File: src/rtl/biq_pkg.sv
// Shared types, constants and the microcode program of the biquad filter.
package biq_pkg;

	// Data widths
	localparam int SMP_W   = 16;  // audio sample
	localparam int COEF_W  = 16;  // Q2.14 coefficient
	localparam int DLY_W   = 24;  // delay value
	localparam int FRAC_W  = 14;  // fraction bits of a coefficient
	localparam int PROD_W  = COEF_W + DLY_W;
	localparam int TERM_W  = PROD_W - FRAC_W;
	localparam int ACC_W   = TERM_W + 2;
	localparam int NUM_COEF = 5;
	localparam int CIDX_W  = 3;

	// Register indexes of the configuration port
	localparam logic [CIDX_W-1:0] REG_ZERO_COEF_0 = 3'd0;
	localparam logic [CIDX_W-1:0] REG_ZERO_COEF_1 = 3'd1;
	localparam logic [CIDX_W-1:0] REG_ZERO_COEF_2 = 3'd2;
	localparam logic [CIDX_W-1:0] REG_POLE_COEF_1 = 3'd3;
	localparam logic [CIDX_W-1:0] REG_POLE_COEF_2 = 3'd4;

	// Coefficient select codes (same as the register indexes)
	localparam logic [CIDX_W-1:0] SEL_Z0 = REG_ZERO_COEF_0;
	localparam logic [CIDX_W-1:0] SEL_Z1 = REG_ZERO_COEF_1;
	localparam logic [CIDX_W-1:0] SEL_Z2 = REG_ZERO_COEF_2;
	localparam logic [CIDX_W-1:0] SEL_P1 = REG_POLE_COEF_1;
	localparam logic [CIDX_W-1:0] SEL_P2 = REG_POLE_COEF_2;

	// Multiplier operand select codes
	localparam logic [1:0] OPD_D0 = 2'd0;
	localparam logic [1:0] OPD_D1 = 2'd1;
	localparam logic [1:0] OPD_D2 = 2'd2;

	// Accumulator operations
	localparam logic [2:0] ACC_HOLD    = 3'd0;
	localparam logic [2:0] ACC_LOAD_IN = 3'd1;
	localparam logic [2:0] ACC_SUB     = 3'd2;
	localparam logic [2:0] ACC_ADD     = 3'd3;
	localparam logic [2:0] ACC_LOAD_P  = 3'd4;

	// Branch conditions: go to the target when true, else stay on the step
	localparam logic [1:0] CND_ALWAYS = 2'd0;
	localparam logic [1:0] CND_IN     = 2'd1;
	localparam logic [1:0] CND_OUT    = 2'd2;

	// Program steps
	localparam int STEP_W = 3;
	localparam logic [STEP_W-1:0] ST_IDLE  = 3'd0;
	localparam logic [STEP_W-1:0] ST_FB2   = 3'd1;
	localparam logic [STEP_W-1:0] ST_FBEND = 3'd2;
	localparam logic [STEP_W-1:0] ST_D0    = 3'd3;
	localparam logic [STEP_W-1:0] ST_FF1   = 3'd4;
	localparam logic [STEP_W-1:0] ST_FF2   = 3'd5;
	localparam logic [STEP_W-1:0] ST_OUT   = 3'd6;

	// Saturation limits at accumulator width
	localparam logic signed [ACC_W-1:0] D_MAX = (2 ** (DLY_W - 1)) - 1;
	localparam logic signed [ACC_W-1:0] D_MIN = -(2 ** (DLY_W - 1));
	localparam logic signed [ACC_W-1:0] S_MAX = (2 ** (SMP_W - 1)) - 1;
	localparam logic signed [ACC_W-1:0] S_MIN = -(2 ** (SMP_W - 1));

	// One control word
	typedef struct packed {
		logic              take_in;
		logic [CIDX_W-1:0] coef_sel;
		logic [1:0]        opnd_sel;
		logic [2:0]        acc_op;
		logic              cap_d0;
		logic              wr_out;
		logic [1:0]        cond;
		logic [STEP_W-1:0] target;
	} ctrl_t;

	// Branch status seen by the sequencer
	typedef struct packed {
		logic in_avail;
		logic out_free;
	} seq_stat_t;

	// Microcode ROM
	function automatic ctrl_t ucode(input logic [STEP_W-1:0] step);
		ctrl_t w;
		w = '0;
		unique case (step)
			ST_IDLE: begin
				w.take_in  = 1'b1;
				w.acc_op   = ACC_LOAD_IN;
				w.coef_sel = SEL_P1;
				w.opnd_sel = OPD_D1;
				w.cond     = CND_IN;
				w.target   = ST_FB2;
			end
			ST_FB2: begin
				w.acc_op   = ACC_SUB;
				w.coef_sel = SEL_P2;
				w.opnd_sel = OPD_D2;
				w.cond     = CND_ALWAYS;
				w.target   = ST_FBEND;
			end
			ST_FBEND: begin
				w.acc_op   = ACC_SUB;
				w.coef_sel = SEL_Z1;
				w.opnd_sel = OPD_D1;
				w.cond     = CND_ALWAYS;
				w.target   = ST_D0;
			end
			ST_D0: begin
				w.cap_d0   = 1'b1;
				w.acc_op   = ACC_LOAD_P;
				w.coef_sel = SEL_Z2;
				w.opnd_sel = OPD_D2;
				w.cond     = CND_ALWAYS;
				w.target   = ST_FF1;
			end
			ST_FF1: begin
				w.acc_op   = ACC_ADD;
				w.coef_sel = SEL_Z0;
				w.opnd_sel = OPD_D0;
				w.cond     = CND_ALWAYS;
				w.target   = ST_FF2;
			end
			ST_FF2: begin
				w.acc_op   = ACC_ADD;
				w.cond     = CND_ALWAYS;
				w.target   = ST_OUT;
			end
			ST_OUT: begin
				w.wr_out   = 1'b1;
				w.cond     = CND_OUT;
				w.target   = ST_IDLE;
			end
			default: begin
				w.cond     = CND_ALWAYS;
				w.target   = ST_IDLE;
			end
		endcase
		return w;
	endfunction

endpackage

File: src/rtl/biq_seq.sv
// Microcode sequencer: step counter, program ROM and conditional branch.
module biq_seq
	import biq_pkg::*;
(
	input  logic      clk,
	input  logic      arst_n,
	input  seq_stat_t stat,
	output ctrl_t     ctrl
);

	logic [STEP_W-1:0] step_q;
	logic              go;

	// Fetch the control word of the current step
	assign ctrl = ucode(step_q);

	// Evaluate the branch condition
	always_comb begin
		unique case (ctrl.cond)
			CND_ALWAYS: go = 1'b1;
			CND_IN:     go = stat.in_avail;
			CND_OUT:    go = stat.out_free;
			default:    go = 1'b1;
		endcase
	end

	// Advance to the target or hold on the step
	always_ff @(posedge clk or negedge arst_n) begin
		if (!arst_n) begin
			step_q <= ST_IDLE;
		end else if (go) begin
			step_q <= ctrl.target;
		end
	end

endmodule

File: src/rtl/biq_datapath.sv
// Datapath: coefficient registers, shared multiplier, accumulator, delay line.
module biq_datapath
	import biq_pkg::*;
(
	input  logic                     clk,
	input  logic                     arst_n,
	input  ctrl_t                    ctrl,
	input  logic                     upd,
	input  logic                     cfg_we,
	input  logic [CIDX_W-1:0]        cfg_idx,
	input  logic signed [COEF_W-1:0] cfg_val,
	input  logic signed [SMP_W-1:0]  smp_in,
	output logic signed [SMP_W-1:0]  smp_out
);

	logic signed [COEF_W-1:0] coef_q [NUM_COEF];
	logic signed [DLY_W-1:0]  d0_q;
	logic signed [DLY_W-1:0]  d1_q;
	logic signed [DLY_W-1:0]  d2_q;
	logic signed [PROD_W-1:0] prod_q;
	logic signed [ACC_W-1:0]  acc_q;

	logic signed [COEF_W-1:0] coef_mux;
	logic signed [DLY_W-1:0]  opnd_mux;
	logic signed [PROD_W-1:0] prod_sh;
	logic signed [ACC_W-1:0]  term;
	logic signed [DLY_W-1:0]  d0_sat;

	// Write coefficient registers, drop out-of-range indexes
	always_ff @(posedge clk or negedge arst_n) begin
		if (!arst_n) begin
			for (int i = 0; i < NUM_COEF; i++) begin
				coef_q[i] <= '0;
			end
		end else if (cfg_we && (cfg_idx < CIDX_W'(NUM_COEF))) begin
			coef_q[cfg_idx] <= cfg_val;
		end
	end

	// Select multiplier operands
	always_comb begin
		coef_mux = (ctrl.coef_sel < CIDX_W'(NUM_COEF)) ? coef_q[ctrl.coef_sel] : '0;
		unique case (ctrl.opnd_sel)
			OPD_D0:  opnd_mux = d0_q;
			OPD_D1:  opnd_mux = d1_q;
			OPD_D2:  opnd_mux = d2_q;
			default: opnd_mux = '0;
		endcase
	end

	// Register the product
	always_ff @(posedge clk) begin
		prod_q <= coef_mux * opnd_mux;
	end

	// Drop the fraction bits with an arithmetic shift
	assign prod_sh = prod_q >>> FRAC_W;
	assign term    = ACC_W'(prod_sh[TERM_W-1:0]) | {{(ACC_W - TERM_W){prod_sh[TERM_W-1]}},
		{TERM_W{1'b0}}};

	// Accumulate
	always_ff @(posedge clk) begin
		unique case (ctrl.acc_op)
			ACC_HOLD:    acc_q <= acc_q;
			ACC_LOAD_IN: acc_q <= ACC_W'(smp_in);
			ACC_SUB:     acc_q <= acc_q - term;
			ACC_ADD:     acc_q <= acc_q + term;
			ACC_LOAD_P:  acc_q <= term;
			default:     acc_q <= acc_q;
		endcase
	end

	// Saturate the new delay value
	always_comb begin
		if (acc_q > D_MAX) begin
			d0_sat = DLY_W'(D_MAX);
		end else if (acc_q < D_MIN) begin
			d0_sat = DLY_W'(D_MIN);
		end else begin
			d0_sat = DLY_W'(acc_q);
		end
	end

	// Hold the current delay value for the feedforward pass
	always_ff @(posedge clk) begin
		if (ctrl.cap_d0) begin
			d0_q <= d0_sat;
		end
	end

	// Shift the delay line once the result is stored
	always_ff @(posedge clk or negedge arst_n) begin
		if (!arst_n) begin
			d1_q <= '0;
			d2_q <= '0;
		end else if (upd) begin
			d2_q <= d1_q;
			d1_q <= d0_q;
		end
	end

	// Saturate the output sample
	always_comb begin
		if (acc_q > S_MAX) begin
			smp_out = SMP_W'(S_MAX);
		end else if (acc_q < S_MIN) begin
			smp_out = SMP_W'(S_MIN);
		end else begin
			smp_out = SMP_W'(acc_q);
		end
	end

endmodule

File: src/rtl/biquad_iir_filter.sv
// Top level of the direct form II biquad filter.
//
// Input samples arrive on the s_axis channel, one signed 16-bit sample per
// transfer; each gives exactly one filtered sample on the m_axis channel.
// The five Q2.14 coefficients are written on the cfg channel (index 0..2
// zero coefficients 0..2, index 3..4 pole coefficients 1..2); cfg_ready is
// always high and writes to other indexes are dropped. Write coefficients
// only while no sample is in flight.
// A shared 16x24 multiplier runs the program of seven steps: one step takes
// the sample, five steps multiply and accumulate, one step stores the
// result. A new sample is taken only once the program has stored the
// last result and returned to its idle step.
// The result sits in an output register, so the next sample is processed
// while it waits; if the receiver still stalls when the next result is
// done, the sequencer holds on its store step and s_axis_tready stays low.
// Reset clears the coefficients, the delay line and the output valid.
module biquad_iir_filter
	import biq_pkg::*;
(
	input  logic              clk,
	input  logic              arst_n,
	input  logic              s_axis_tvalid,
	output logic              s_axis_tready,
	input  logic [15:0]       s_axis_tdata,   // [15:0] sample_in
	output logic              m_axis_tvalid,
	input  logic              m_axis_tready,
	output logic [15:0]       m_axis_tdata,   // [15:0] sample_out
	input  logic              cfg_valid,
	output logic              cfg_ready,
	input  logic [CIDX_W-1:0] cfg_index,
	input  logic [15:0]       cfg_data
);

	ctrl_t                   ctrl;
	seq_stat_t               stat;
	logic                    out_free;
	logic                    upd;
	logic signed [SMP_W-1:0] smp_out;
	logic                    out_valid_q;
	logic [SMP_W-1:0]        out_data_q;

	// Output register is free when empty or draining this cycle
	assign out_free      = !out_valid_q || m_axis_tready;
	assign upd           = ctrl.wr_out && out_free;
	assign stat.in_avail = s_axis_tvalid;
	assign stat.out_free = out_free;

	assign s_axis_tready = ctrl.take_in;
	assign cfg_ready     = 1'b1;
	assign m_axis_tvalid = out_valid_q;
	assign m_axis_tdata  = out_data_q;

	biq_seq u_seq (
		.clk    (clk),
		.arst_n (arst_n),
		.stat   (stat),
		.ctrl   (ctrl)
	);

	biq_datapath u_dp (
		.clk     (clk),
		.arst_n  (arst_n),
		.ctrl    (ctrl),
		.upd     (upd),
		.cfg_we  (cfg_valid),
		.cfg_idx (cfg_index),
		.cfg_val (cfg_data),
		.smp_in  (s_axis_tdata),
		.smp_out (smp_out)
	);

	// Track output valid
	always_ff @(posedge clk or negedge arst_n) begin
		if (!arst_n) begin
			out_valid_q <= 1'b0;
		end else if (upd) begin
			out_valid_q <= 1'b1;
		end else if (m_axis_tready) begin
			out_valid_q <= 1'b0;
		end
	end

	// Load the result
	always_ff @(posedge clk) begin
		if (upd) begin
			out_data_q <= smp_out;
		end
	end

	// A taken sample starts the program, so input closes next cycle
	a_take_closes: assert property (@(posedge clk) disable iff (!arst_n)
		s_axis_tvalid && s_axis_tready |=> !s_axis_tready)
		else $error("input still open after a sample transfer");

	// Storing a result presents it and returns to the idle step
	a_store_shows: assert property (@(posedge clk) disable iff (!arst_n)
		upd |=> m_axis_tvalid && s_axis_tready)
		else $error("stored result not presented or sequencer not idle");

	// The sequencer never stores over a result the receiver has not taken
	a_no_overwrite: assert property (@(posedge clk) disable iff (!arst_n)
		ctrl.wr_out && m_axis_tvalid && !m_axis_tready |=> ctrl.wr_out)
		else $error("result store left the stall step while output was blocked");

endmodule

File: config.mk
export PLATFORM = sky130hd
export DESIGN_NAME = biquad_iir_filter
export DESIGN_NICKNAME = d
export VERILOG_FILES = /design/src/rtl/biq_pkg.sv /design/src/rtl/biq_seq.sv /design/src/rtl/biq_datapath.sv /design/src/rtl/biquad_iir_filter.sv
export SDC_FILE = /design/constraint.sdc
export NUM_CORES = 1
export LEC_CHECK = 0
export BUFFER_PORTS_ARGS = -buffer_cell sky130_fd_sc_hd__buf_4
export CAP_MARGIN = 25
export CORE_MARGIN = 3
export CORE_UTILIZATION = 30
export CTS_CLUSTER_DIAMETER = 40
export CTS_CLUSTER_SIZE = 12
export DETAILED_ROUTE_END_ITERATION = 16
export SYNTH_ARGS = -nofsm -noshare
export SYNTH_HDL_FRONTEND = slang
export SYNTH_SLANG_ARGS = --single-unit
File: constraint.sdc
create_clock -name clk -period 10 [get_ports clk]
set_clock_uncertainty 0.1 [all_clocks]
set_input_delay 2 -clock clk [delete_from_list [all_inputs] [get_ports clk]]
set_output_delay 2 -clock clk [all_outputs]
set_load 0.005 [all_outputs]
== Yosys cells after proc, flatten, opt, wreduce, memory -nomap -nowiden ==
Cells that the tools add are included.

* Bits of input ports: 40
* Output and inout port bits: 19
* Bits in registers: 240
* Logic and storage cells: 73

* Eq/ne operators: 14
* Multiply operators: 1
* $add $sub $neg: 2
* Muxes and demuxes: 20
* Order comparisons: 9
* Bitwise logic cells: 3
* Reduce and logical (&&, ||, !) cells: 11

{| class="wikitable"
|+ Operators with widths
! cell !! count
|-
| 28-bit case mux with 4 select lines || 1
|-
| 80-bit bitwise mux || 1
|-
| 16-bit two-way mux || 5
|-
| 24-bit case mux with 3 select lines || 1
|-
| 16-bit binary-select mux with 3-bit select || 1
|-
| 16-bit demux with 3-bit select || 1
|-
| 16-bit by 24-bit multiplier with 40-bit output || 1
|-
| 5-bit case mux with 7 select lines || 1
|-
| 28-bit adder || 1
|-
| 28-bit by 16-bit greater-than comparator with 1-bit output, second input constant || 1
|-
| 28-bit by 24-bit greater-than comparator with 1-bit output, second input constant || 1
|-
| 28-bit by 16-bit less-than comparator with 1-bit output, second input constant || 1
|-
| 28-bit by 24-bit less-than comparator with 1-bit output, second input constant || 1
|-
| 26-bit by 28-bit OR with 28-bit output || 1
|-
| 28-bit subtractor || 1
|-
| 24-bit two-way mux || 1
|-
| 5-bit case mux with 4 select lines || 1
|-
| 3-bit by 2-bit == test with 1-bit output, second input constant || 4
|-
| 3-bit == test, second input constant || 4
|-
| 3-bit case mux with 4 select lines || 1
|-
| 4-bit greater-or-equal comparator, second input constant || 2
|-
| 3-bit NOT with 4-bit output || 2
|-
| 3-bit by 1-bit == test with 1-bit output, second input constant || 2
|-
| 3-bit less-than comparator, second input constant || 2
|-
| other kinds (13) || 22
|}

== Longest topological paths before layout ==
* Depth in word-level cells: 8
* Gate-level depth with buffers: 31
* Mapped depth without buffers: 26

== By module ==
From an unflattened synthesis, not the netlist that was laid out.

* Cell total of the unflattened synthesis: 2483
* Area total of the unflattened synthesis: 24888.9 um2

{| class="wikitable"
|+ Modules (own cells, without submodules)
! module !! times used !! cells an instance !! sequential area each (um2) !! area each (um2)
|-
| biq_datapath || 1 || 2432 || 5285.1 || 24089.4
|-
| biquad_iir_filter || 1 || 22 || 505.5 || 545.5
|-
| biq_seq || 1 || 29 || 75.1 || 254.0
|}

== Least setup slack after synthesis ==
OpenSTA, ideal clock, no wires.

* Path type: register to register
* Start: reg u_seq.step_q[0]
* End: reg u_dp.prod_q[38]
* Path buffers: 5
* Slack: 2.537 ns
* Period minus slack after synthesis: 7.463 ns
* Data required time: 9.805 ns
* Arrival time: 7.268 ns
* Setup time: 0.095 ns
* Stages on the path, launching flop included: 28
* Path through: dfrtp_1 buf_4 buf_6 clkbuf_1 buf_2 mux2i_1 o21ai_0 clkbuf_1 nand3_1 fa_1 inv_1 fa_1 fa_1 fa_1 fa_1 inv_1 fa_1 inv_1 ha_1 a21o_1 a311oi_1 o21a_1 o211ai_1 a21oi_2 o21ai_2 a41o_1 or4_1 o311ai_1

* Longest elaborated chain between the ends: 8
* Elaborated cells between the ends (all ways): 16
* Classes of those cells: 1 x mul; 1 x order compare; 5 x eq/ne; 6 x mux; 1 x bitwise; 2 x reduce/logical

{| class="wikitable"
|+ Ends and longest elaborated chain
! element !! line !! RTL
|-
| start, declared || biq_seq.sv:11 || <nowiki>logic [STEP_W-1:0] step_q;</nowiki>
|-
| start signal, assigned || biq_seq.sv:32 || <nowiki>step_q <= ctrl.target;</nowiki>
|-
| 3-bit by 2-bit == test with 1-bit output (tied with other cells) || biq_pkg.sv:84 || <nowiki>unique case (step)</nowiki>
|-
| 5-bit case mux with 4 select lines * || biq_pkg.sv:84 ||
|-
| 3-bit NOT with 4-bit output (not written as such) || biq_datapath.sv:42 || <nowiki>coef_mux = (ctrl.coef_sel < CIDX_W'(NUM_COEF)) ? coef_q[ctrl.coef_sel] : '0;</nowiki>
|-
| 16-bit binary-select mux with 3-bit select || biq_datapath.sv:42 ||
|-
| 16-bit two-way mux (not written as such) (2 in a row) || biq_datapath.sv:42 ||
|-
| 16-bit two-way mux || biq_datapath.sv:42 ||
|-
| 16-bit by 24-bit multiplier with 40-bit output * || biq_datapath.sv:53 || <nowiki>prod_q <= coef_mux * opnd_mux;</nowiki>
|-
| end signal, assigned || biq_datapath.sv:53 ||
|-
| end, declared || biq_datapath.sv:20 || <nowiki>logic signed [PROD_W-1:0] prod_q;</nowiki>
|}

Mark *: on every way between the ends. The rest lies on a longest branch, timed or not. The select of a mux whose other input is x is not followed.
A chain may end at the register's enable or synchronous reset.

== Worst setup path in the final report ==
Ends and elaborated chain as after synthesis.

==> run_results.csv <==
group,metric,value,unit
synthesis,netlist_area,24600,µm²
cells_and_area,final_cell_mix,"inv_1 (460), fa_1 (374), nor2_1 (246)",
setup_path,critPathLaunchType,"flop",
die,row_count,104,
synthesis,synth_nets,2990,
die,die_w,292,µm
setup_path,reg2reg_depth,23,
setup_path,cp_cell_sequence,"buf_4, mux2i_1, o21ai_1, nand2_1, fa_1, fa_1, inv_1, fa_1, fa_1, fa_1, inv_1, fa_1, inv_1, ha_1, a21oi_1, o211ai_1, o221ai_1, o211ai_1, a21oi_2, o21ai_2, a41o_1, or4_1, o311ai_1",
cells_and_area,area_growth,12.1,%
routing,num_vias,17308,
setup_path,reg2reg_from,"u_seq.step_q[0]",
setup_path,worst-path-stages,23,
setup_path,regToRegSetupSlack,1.50,ns
sta,min_period_over_period,0.850,
synthesis,ys_warn_count,0,
setup_path,crit_path_max_fanout,31,
cts,clkTransAtPathRegs,0.06,ns
global_routing,grt_pass1_vias,18939,
synthesis,synth_seq_cells,226,
cts,cts_root_buf,"clkbuf_16",
sta,grt_setup_unrepaired,"false",
cells_and_area,final_common_cell,"inv_1",
cts,cts_buffer_depth,3,
sta,slew_headroom,0.236,
sta,finalSetupViolations,0,
sta,tns,0,ns
synthesis,postSynthAreaPerCell,10.0,µm²
setup_path,worstPathArrival,8.84,ns
routing,drc,0,
die,io-pin-count,59,
synthesis,synth_top_area_frac,0.305,
place,dp_hpwl,49.4,mm
synthesis,synth_cells,2453,
die,die_y,292,µm
die,coreArea,80800,µm²
global_routing,antenna_found_initial,0,
routing,wire_per_inst,17.9,µm
synthesis,ys_types,71,
cts,insertion_delay,0.55,ns
routing,routed_wl,64.2,mm
place,place.gp.congestion,0.865,
synthesis,synthTopCellsByArea,"fa_1 (30%), dfrtp_1 (13%), edfxtp_1 (8.3%), inv_1 (7.0%), mux2_2 (6.5%)",
synthesis,synthArstFlopShare,0.584,
routing,dr.pass1.iters,5,
setup_path,cp_slowest_stage_delay,0.90,ns
setup_path,worstSetupEndpoint,"u_dp.prod_q[38]",
min_path,hp-class,"reg2reg",
global_routing,grt_overflow,0,
routing,drt-initial-drc-count,1014,
global_routing,grtUsageTotal,0.156,
sta,worst_pin_slew,1.14,ns
sta,hold_viol,0,
sta,finalCriticalPeriod,8.50,ns
place,dp_worst_setup_slack,1.68,ns
place,dp.cells,3522,
setup_path,cp_slowest_cell,"o21ai_1",
setup_path,path_buf_inv,4,
cts,hold_buffers,0,
die,start_util,0.304,
routing,drtAntennaViolNets,0,
setup_path,crit_type,"reg2reg",
sta,slew_viol_final,0,
setup_path,end_kind,"flop",
run,drv_cap,0,
global_routing,grt_pass1_wl,105,mm
cells_and_area,finalNetCount,3036,
setup_path,path_delay_family,"adder cells",
cts,cts_max_level,2,
status,status,"finished clean",
cts,cts_sinks,226,
global_routing,grt_start_max_net_pins,74,
setup_path,required,10.34,ns
sta,timing.final.ws_setup,1.50,ns
synthesis,synth-seq-area-share,0.239,
setup_path,crit_start,"u_seq.step_q[0]",
cells_and_area,antennaDiodeCount,0,
setup_path,cpMostUsedCell,"fa_1",
sta,max_freq,0.118,GHz
cts,tritoncts,"yes",
routing,vias_per_cell,4.83,
cts,cts_resized,0,
die,fp.dieArea,85400,µm²
synthesis,synth_edf_count,68,
cells_and_area,layout-drive-gt1-share,0.136,
cts,cts_made_buffers,34,
cts,post_cts_buffers,0,
synthesis,synth_area_leader_cell,"fa_1",
cells_and_area,final_core_util,0.341,
setup_path,r2r-end,"u_dp.prod_q[38]",
cells_and_area,layout.cells.non_filler,3585,
synthesis,synth_flop_cell,"dfrtp_1",
place,io_buffer_count,57,
-- logic make-up after synthesis --
group / Yosys count / share of synthesized area
buf+inv: 551 / 0.0850
compound gates: 303 / 0.0816
other cells: 1 / 0.000153
simple gates: 602 / 0.105
flops: 226 / 0.239
xor+xnor: 81 / 0.0289
fa+ha+maj: 497 / 0.367
mux: 192 / 0.0932
-- stage by stage --
step	hold WS (ns)	cell area [µm²]
after floorplan	0.375	24600
after global placement	0.383	26300
after detailed placement	0.391	26400
after CTS	0.404	27500
after global routing	0.414	27500
final	0.401	27500
-- final cells by class --
class | instances | area [µm²]
fill | 8152 | 53300
multi-input combinational | 1676 | 16700
sequential | 226 | 5870
inverter | 460 | 1730
tap | 1060 | 1330
clock buffer | 43 | 968
timing repair buffer | 101 | 766
clock inverter | 19 | 210
-- worst register-to-register path, stage by stage, from the launching register on --
cell	delay (ns)
dfrtp_2	0.76
buf_4	0.57
mux2i_1	0.22
o21ai_1	0.90
nand2_1	0.18
fa_1	0.55
fa_1	0.55
inv_1	0.05
fa_1	0.43
fa_1	0.50
fa_1	0.49
inv_1	0.05
fa_1	0.53
inv_1	0.04
ha_1	0.36
a21oi_1	0.16
o211ai_1	0.19
o221ai_1	0.25
o211ai_1	0.14
a21oi_2	0.39
o21ai_2	0.15
a41o_1	0.30
or4_1	0.41
o311ai_1	0.11
-- how the worst min path moves through the flow --
stage	from	end	slack, ns	cells after the start
global route	u_dp.d2_q[23]	u_dp.d2_q[23]	0.41	1
CTS	u_dp.coef_q[6]	u_dp.coef_q[6]	0.40	1
detailed placement	u_dp.coef_q[6]	u_dp.coef_q[6]	0.39	1
global placement	u_dp.coef_q[20]	u_dp.coef_q[20]	0.38	1
finish	u_dp.coef_q[50]	u_dp.coef_q[50]	0.40	1
floorplan	u_dp.coef_q[16]	u_dp.coef_q[16]	0.37	1
-- synthesized netlist by cell type (6+ instances only) --
library cell,n
a21o_1,63
a21oi_1,64
a221o_1,6
a22oi_1,12
a31oi_1,6
and2_1,13
and3_1,8
clkbuf_1,78
dfrtp_1,132
dfxtp_1,26
edfxtp_1,68
fa_1,374
ha_1,123
inv_1,460
mux2_2,141
mux2i_1,35
mux4_2,15
nand2_1,220
nand2b_1,25
nand3_1,16
nand4_1,10
nor2_1,247
nor2b_1,19
nor3_1,20
nor4_1,7
o21a_1,27
o21ai_0,61
o21ai_1,13
xnor2_1,45
xor2_1,36
-- flip-flops by register name, summed over array words and instances (netlist names) --
name           cells
u_dp.acc_q        28
u_dp.coef_q       80
u_seq.step_q       3
u_dp.d0_q         24
m_axis_tdata      16
m_axis_tvalid      1
u_dp.prod_q       26
u_dp.d1_q         24
u_dp.d2_q         24
-- layer usage --
metal	wire length [µm]	vias to the layer above	global-route usage
met2	32700	406	0.279
met1	25900	8903	0.192
met4	2160	0	0.0526
li1	-	7878	-
met5	0	-	0
met3	3360	121	0.0224
Power is not shown: default switching activity piles up to over one toggle a cycle in this logic, so the estimate is an artifact.
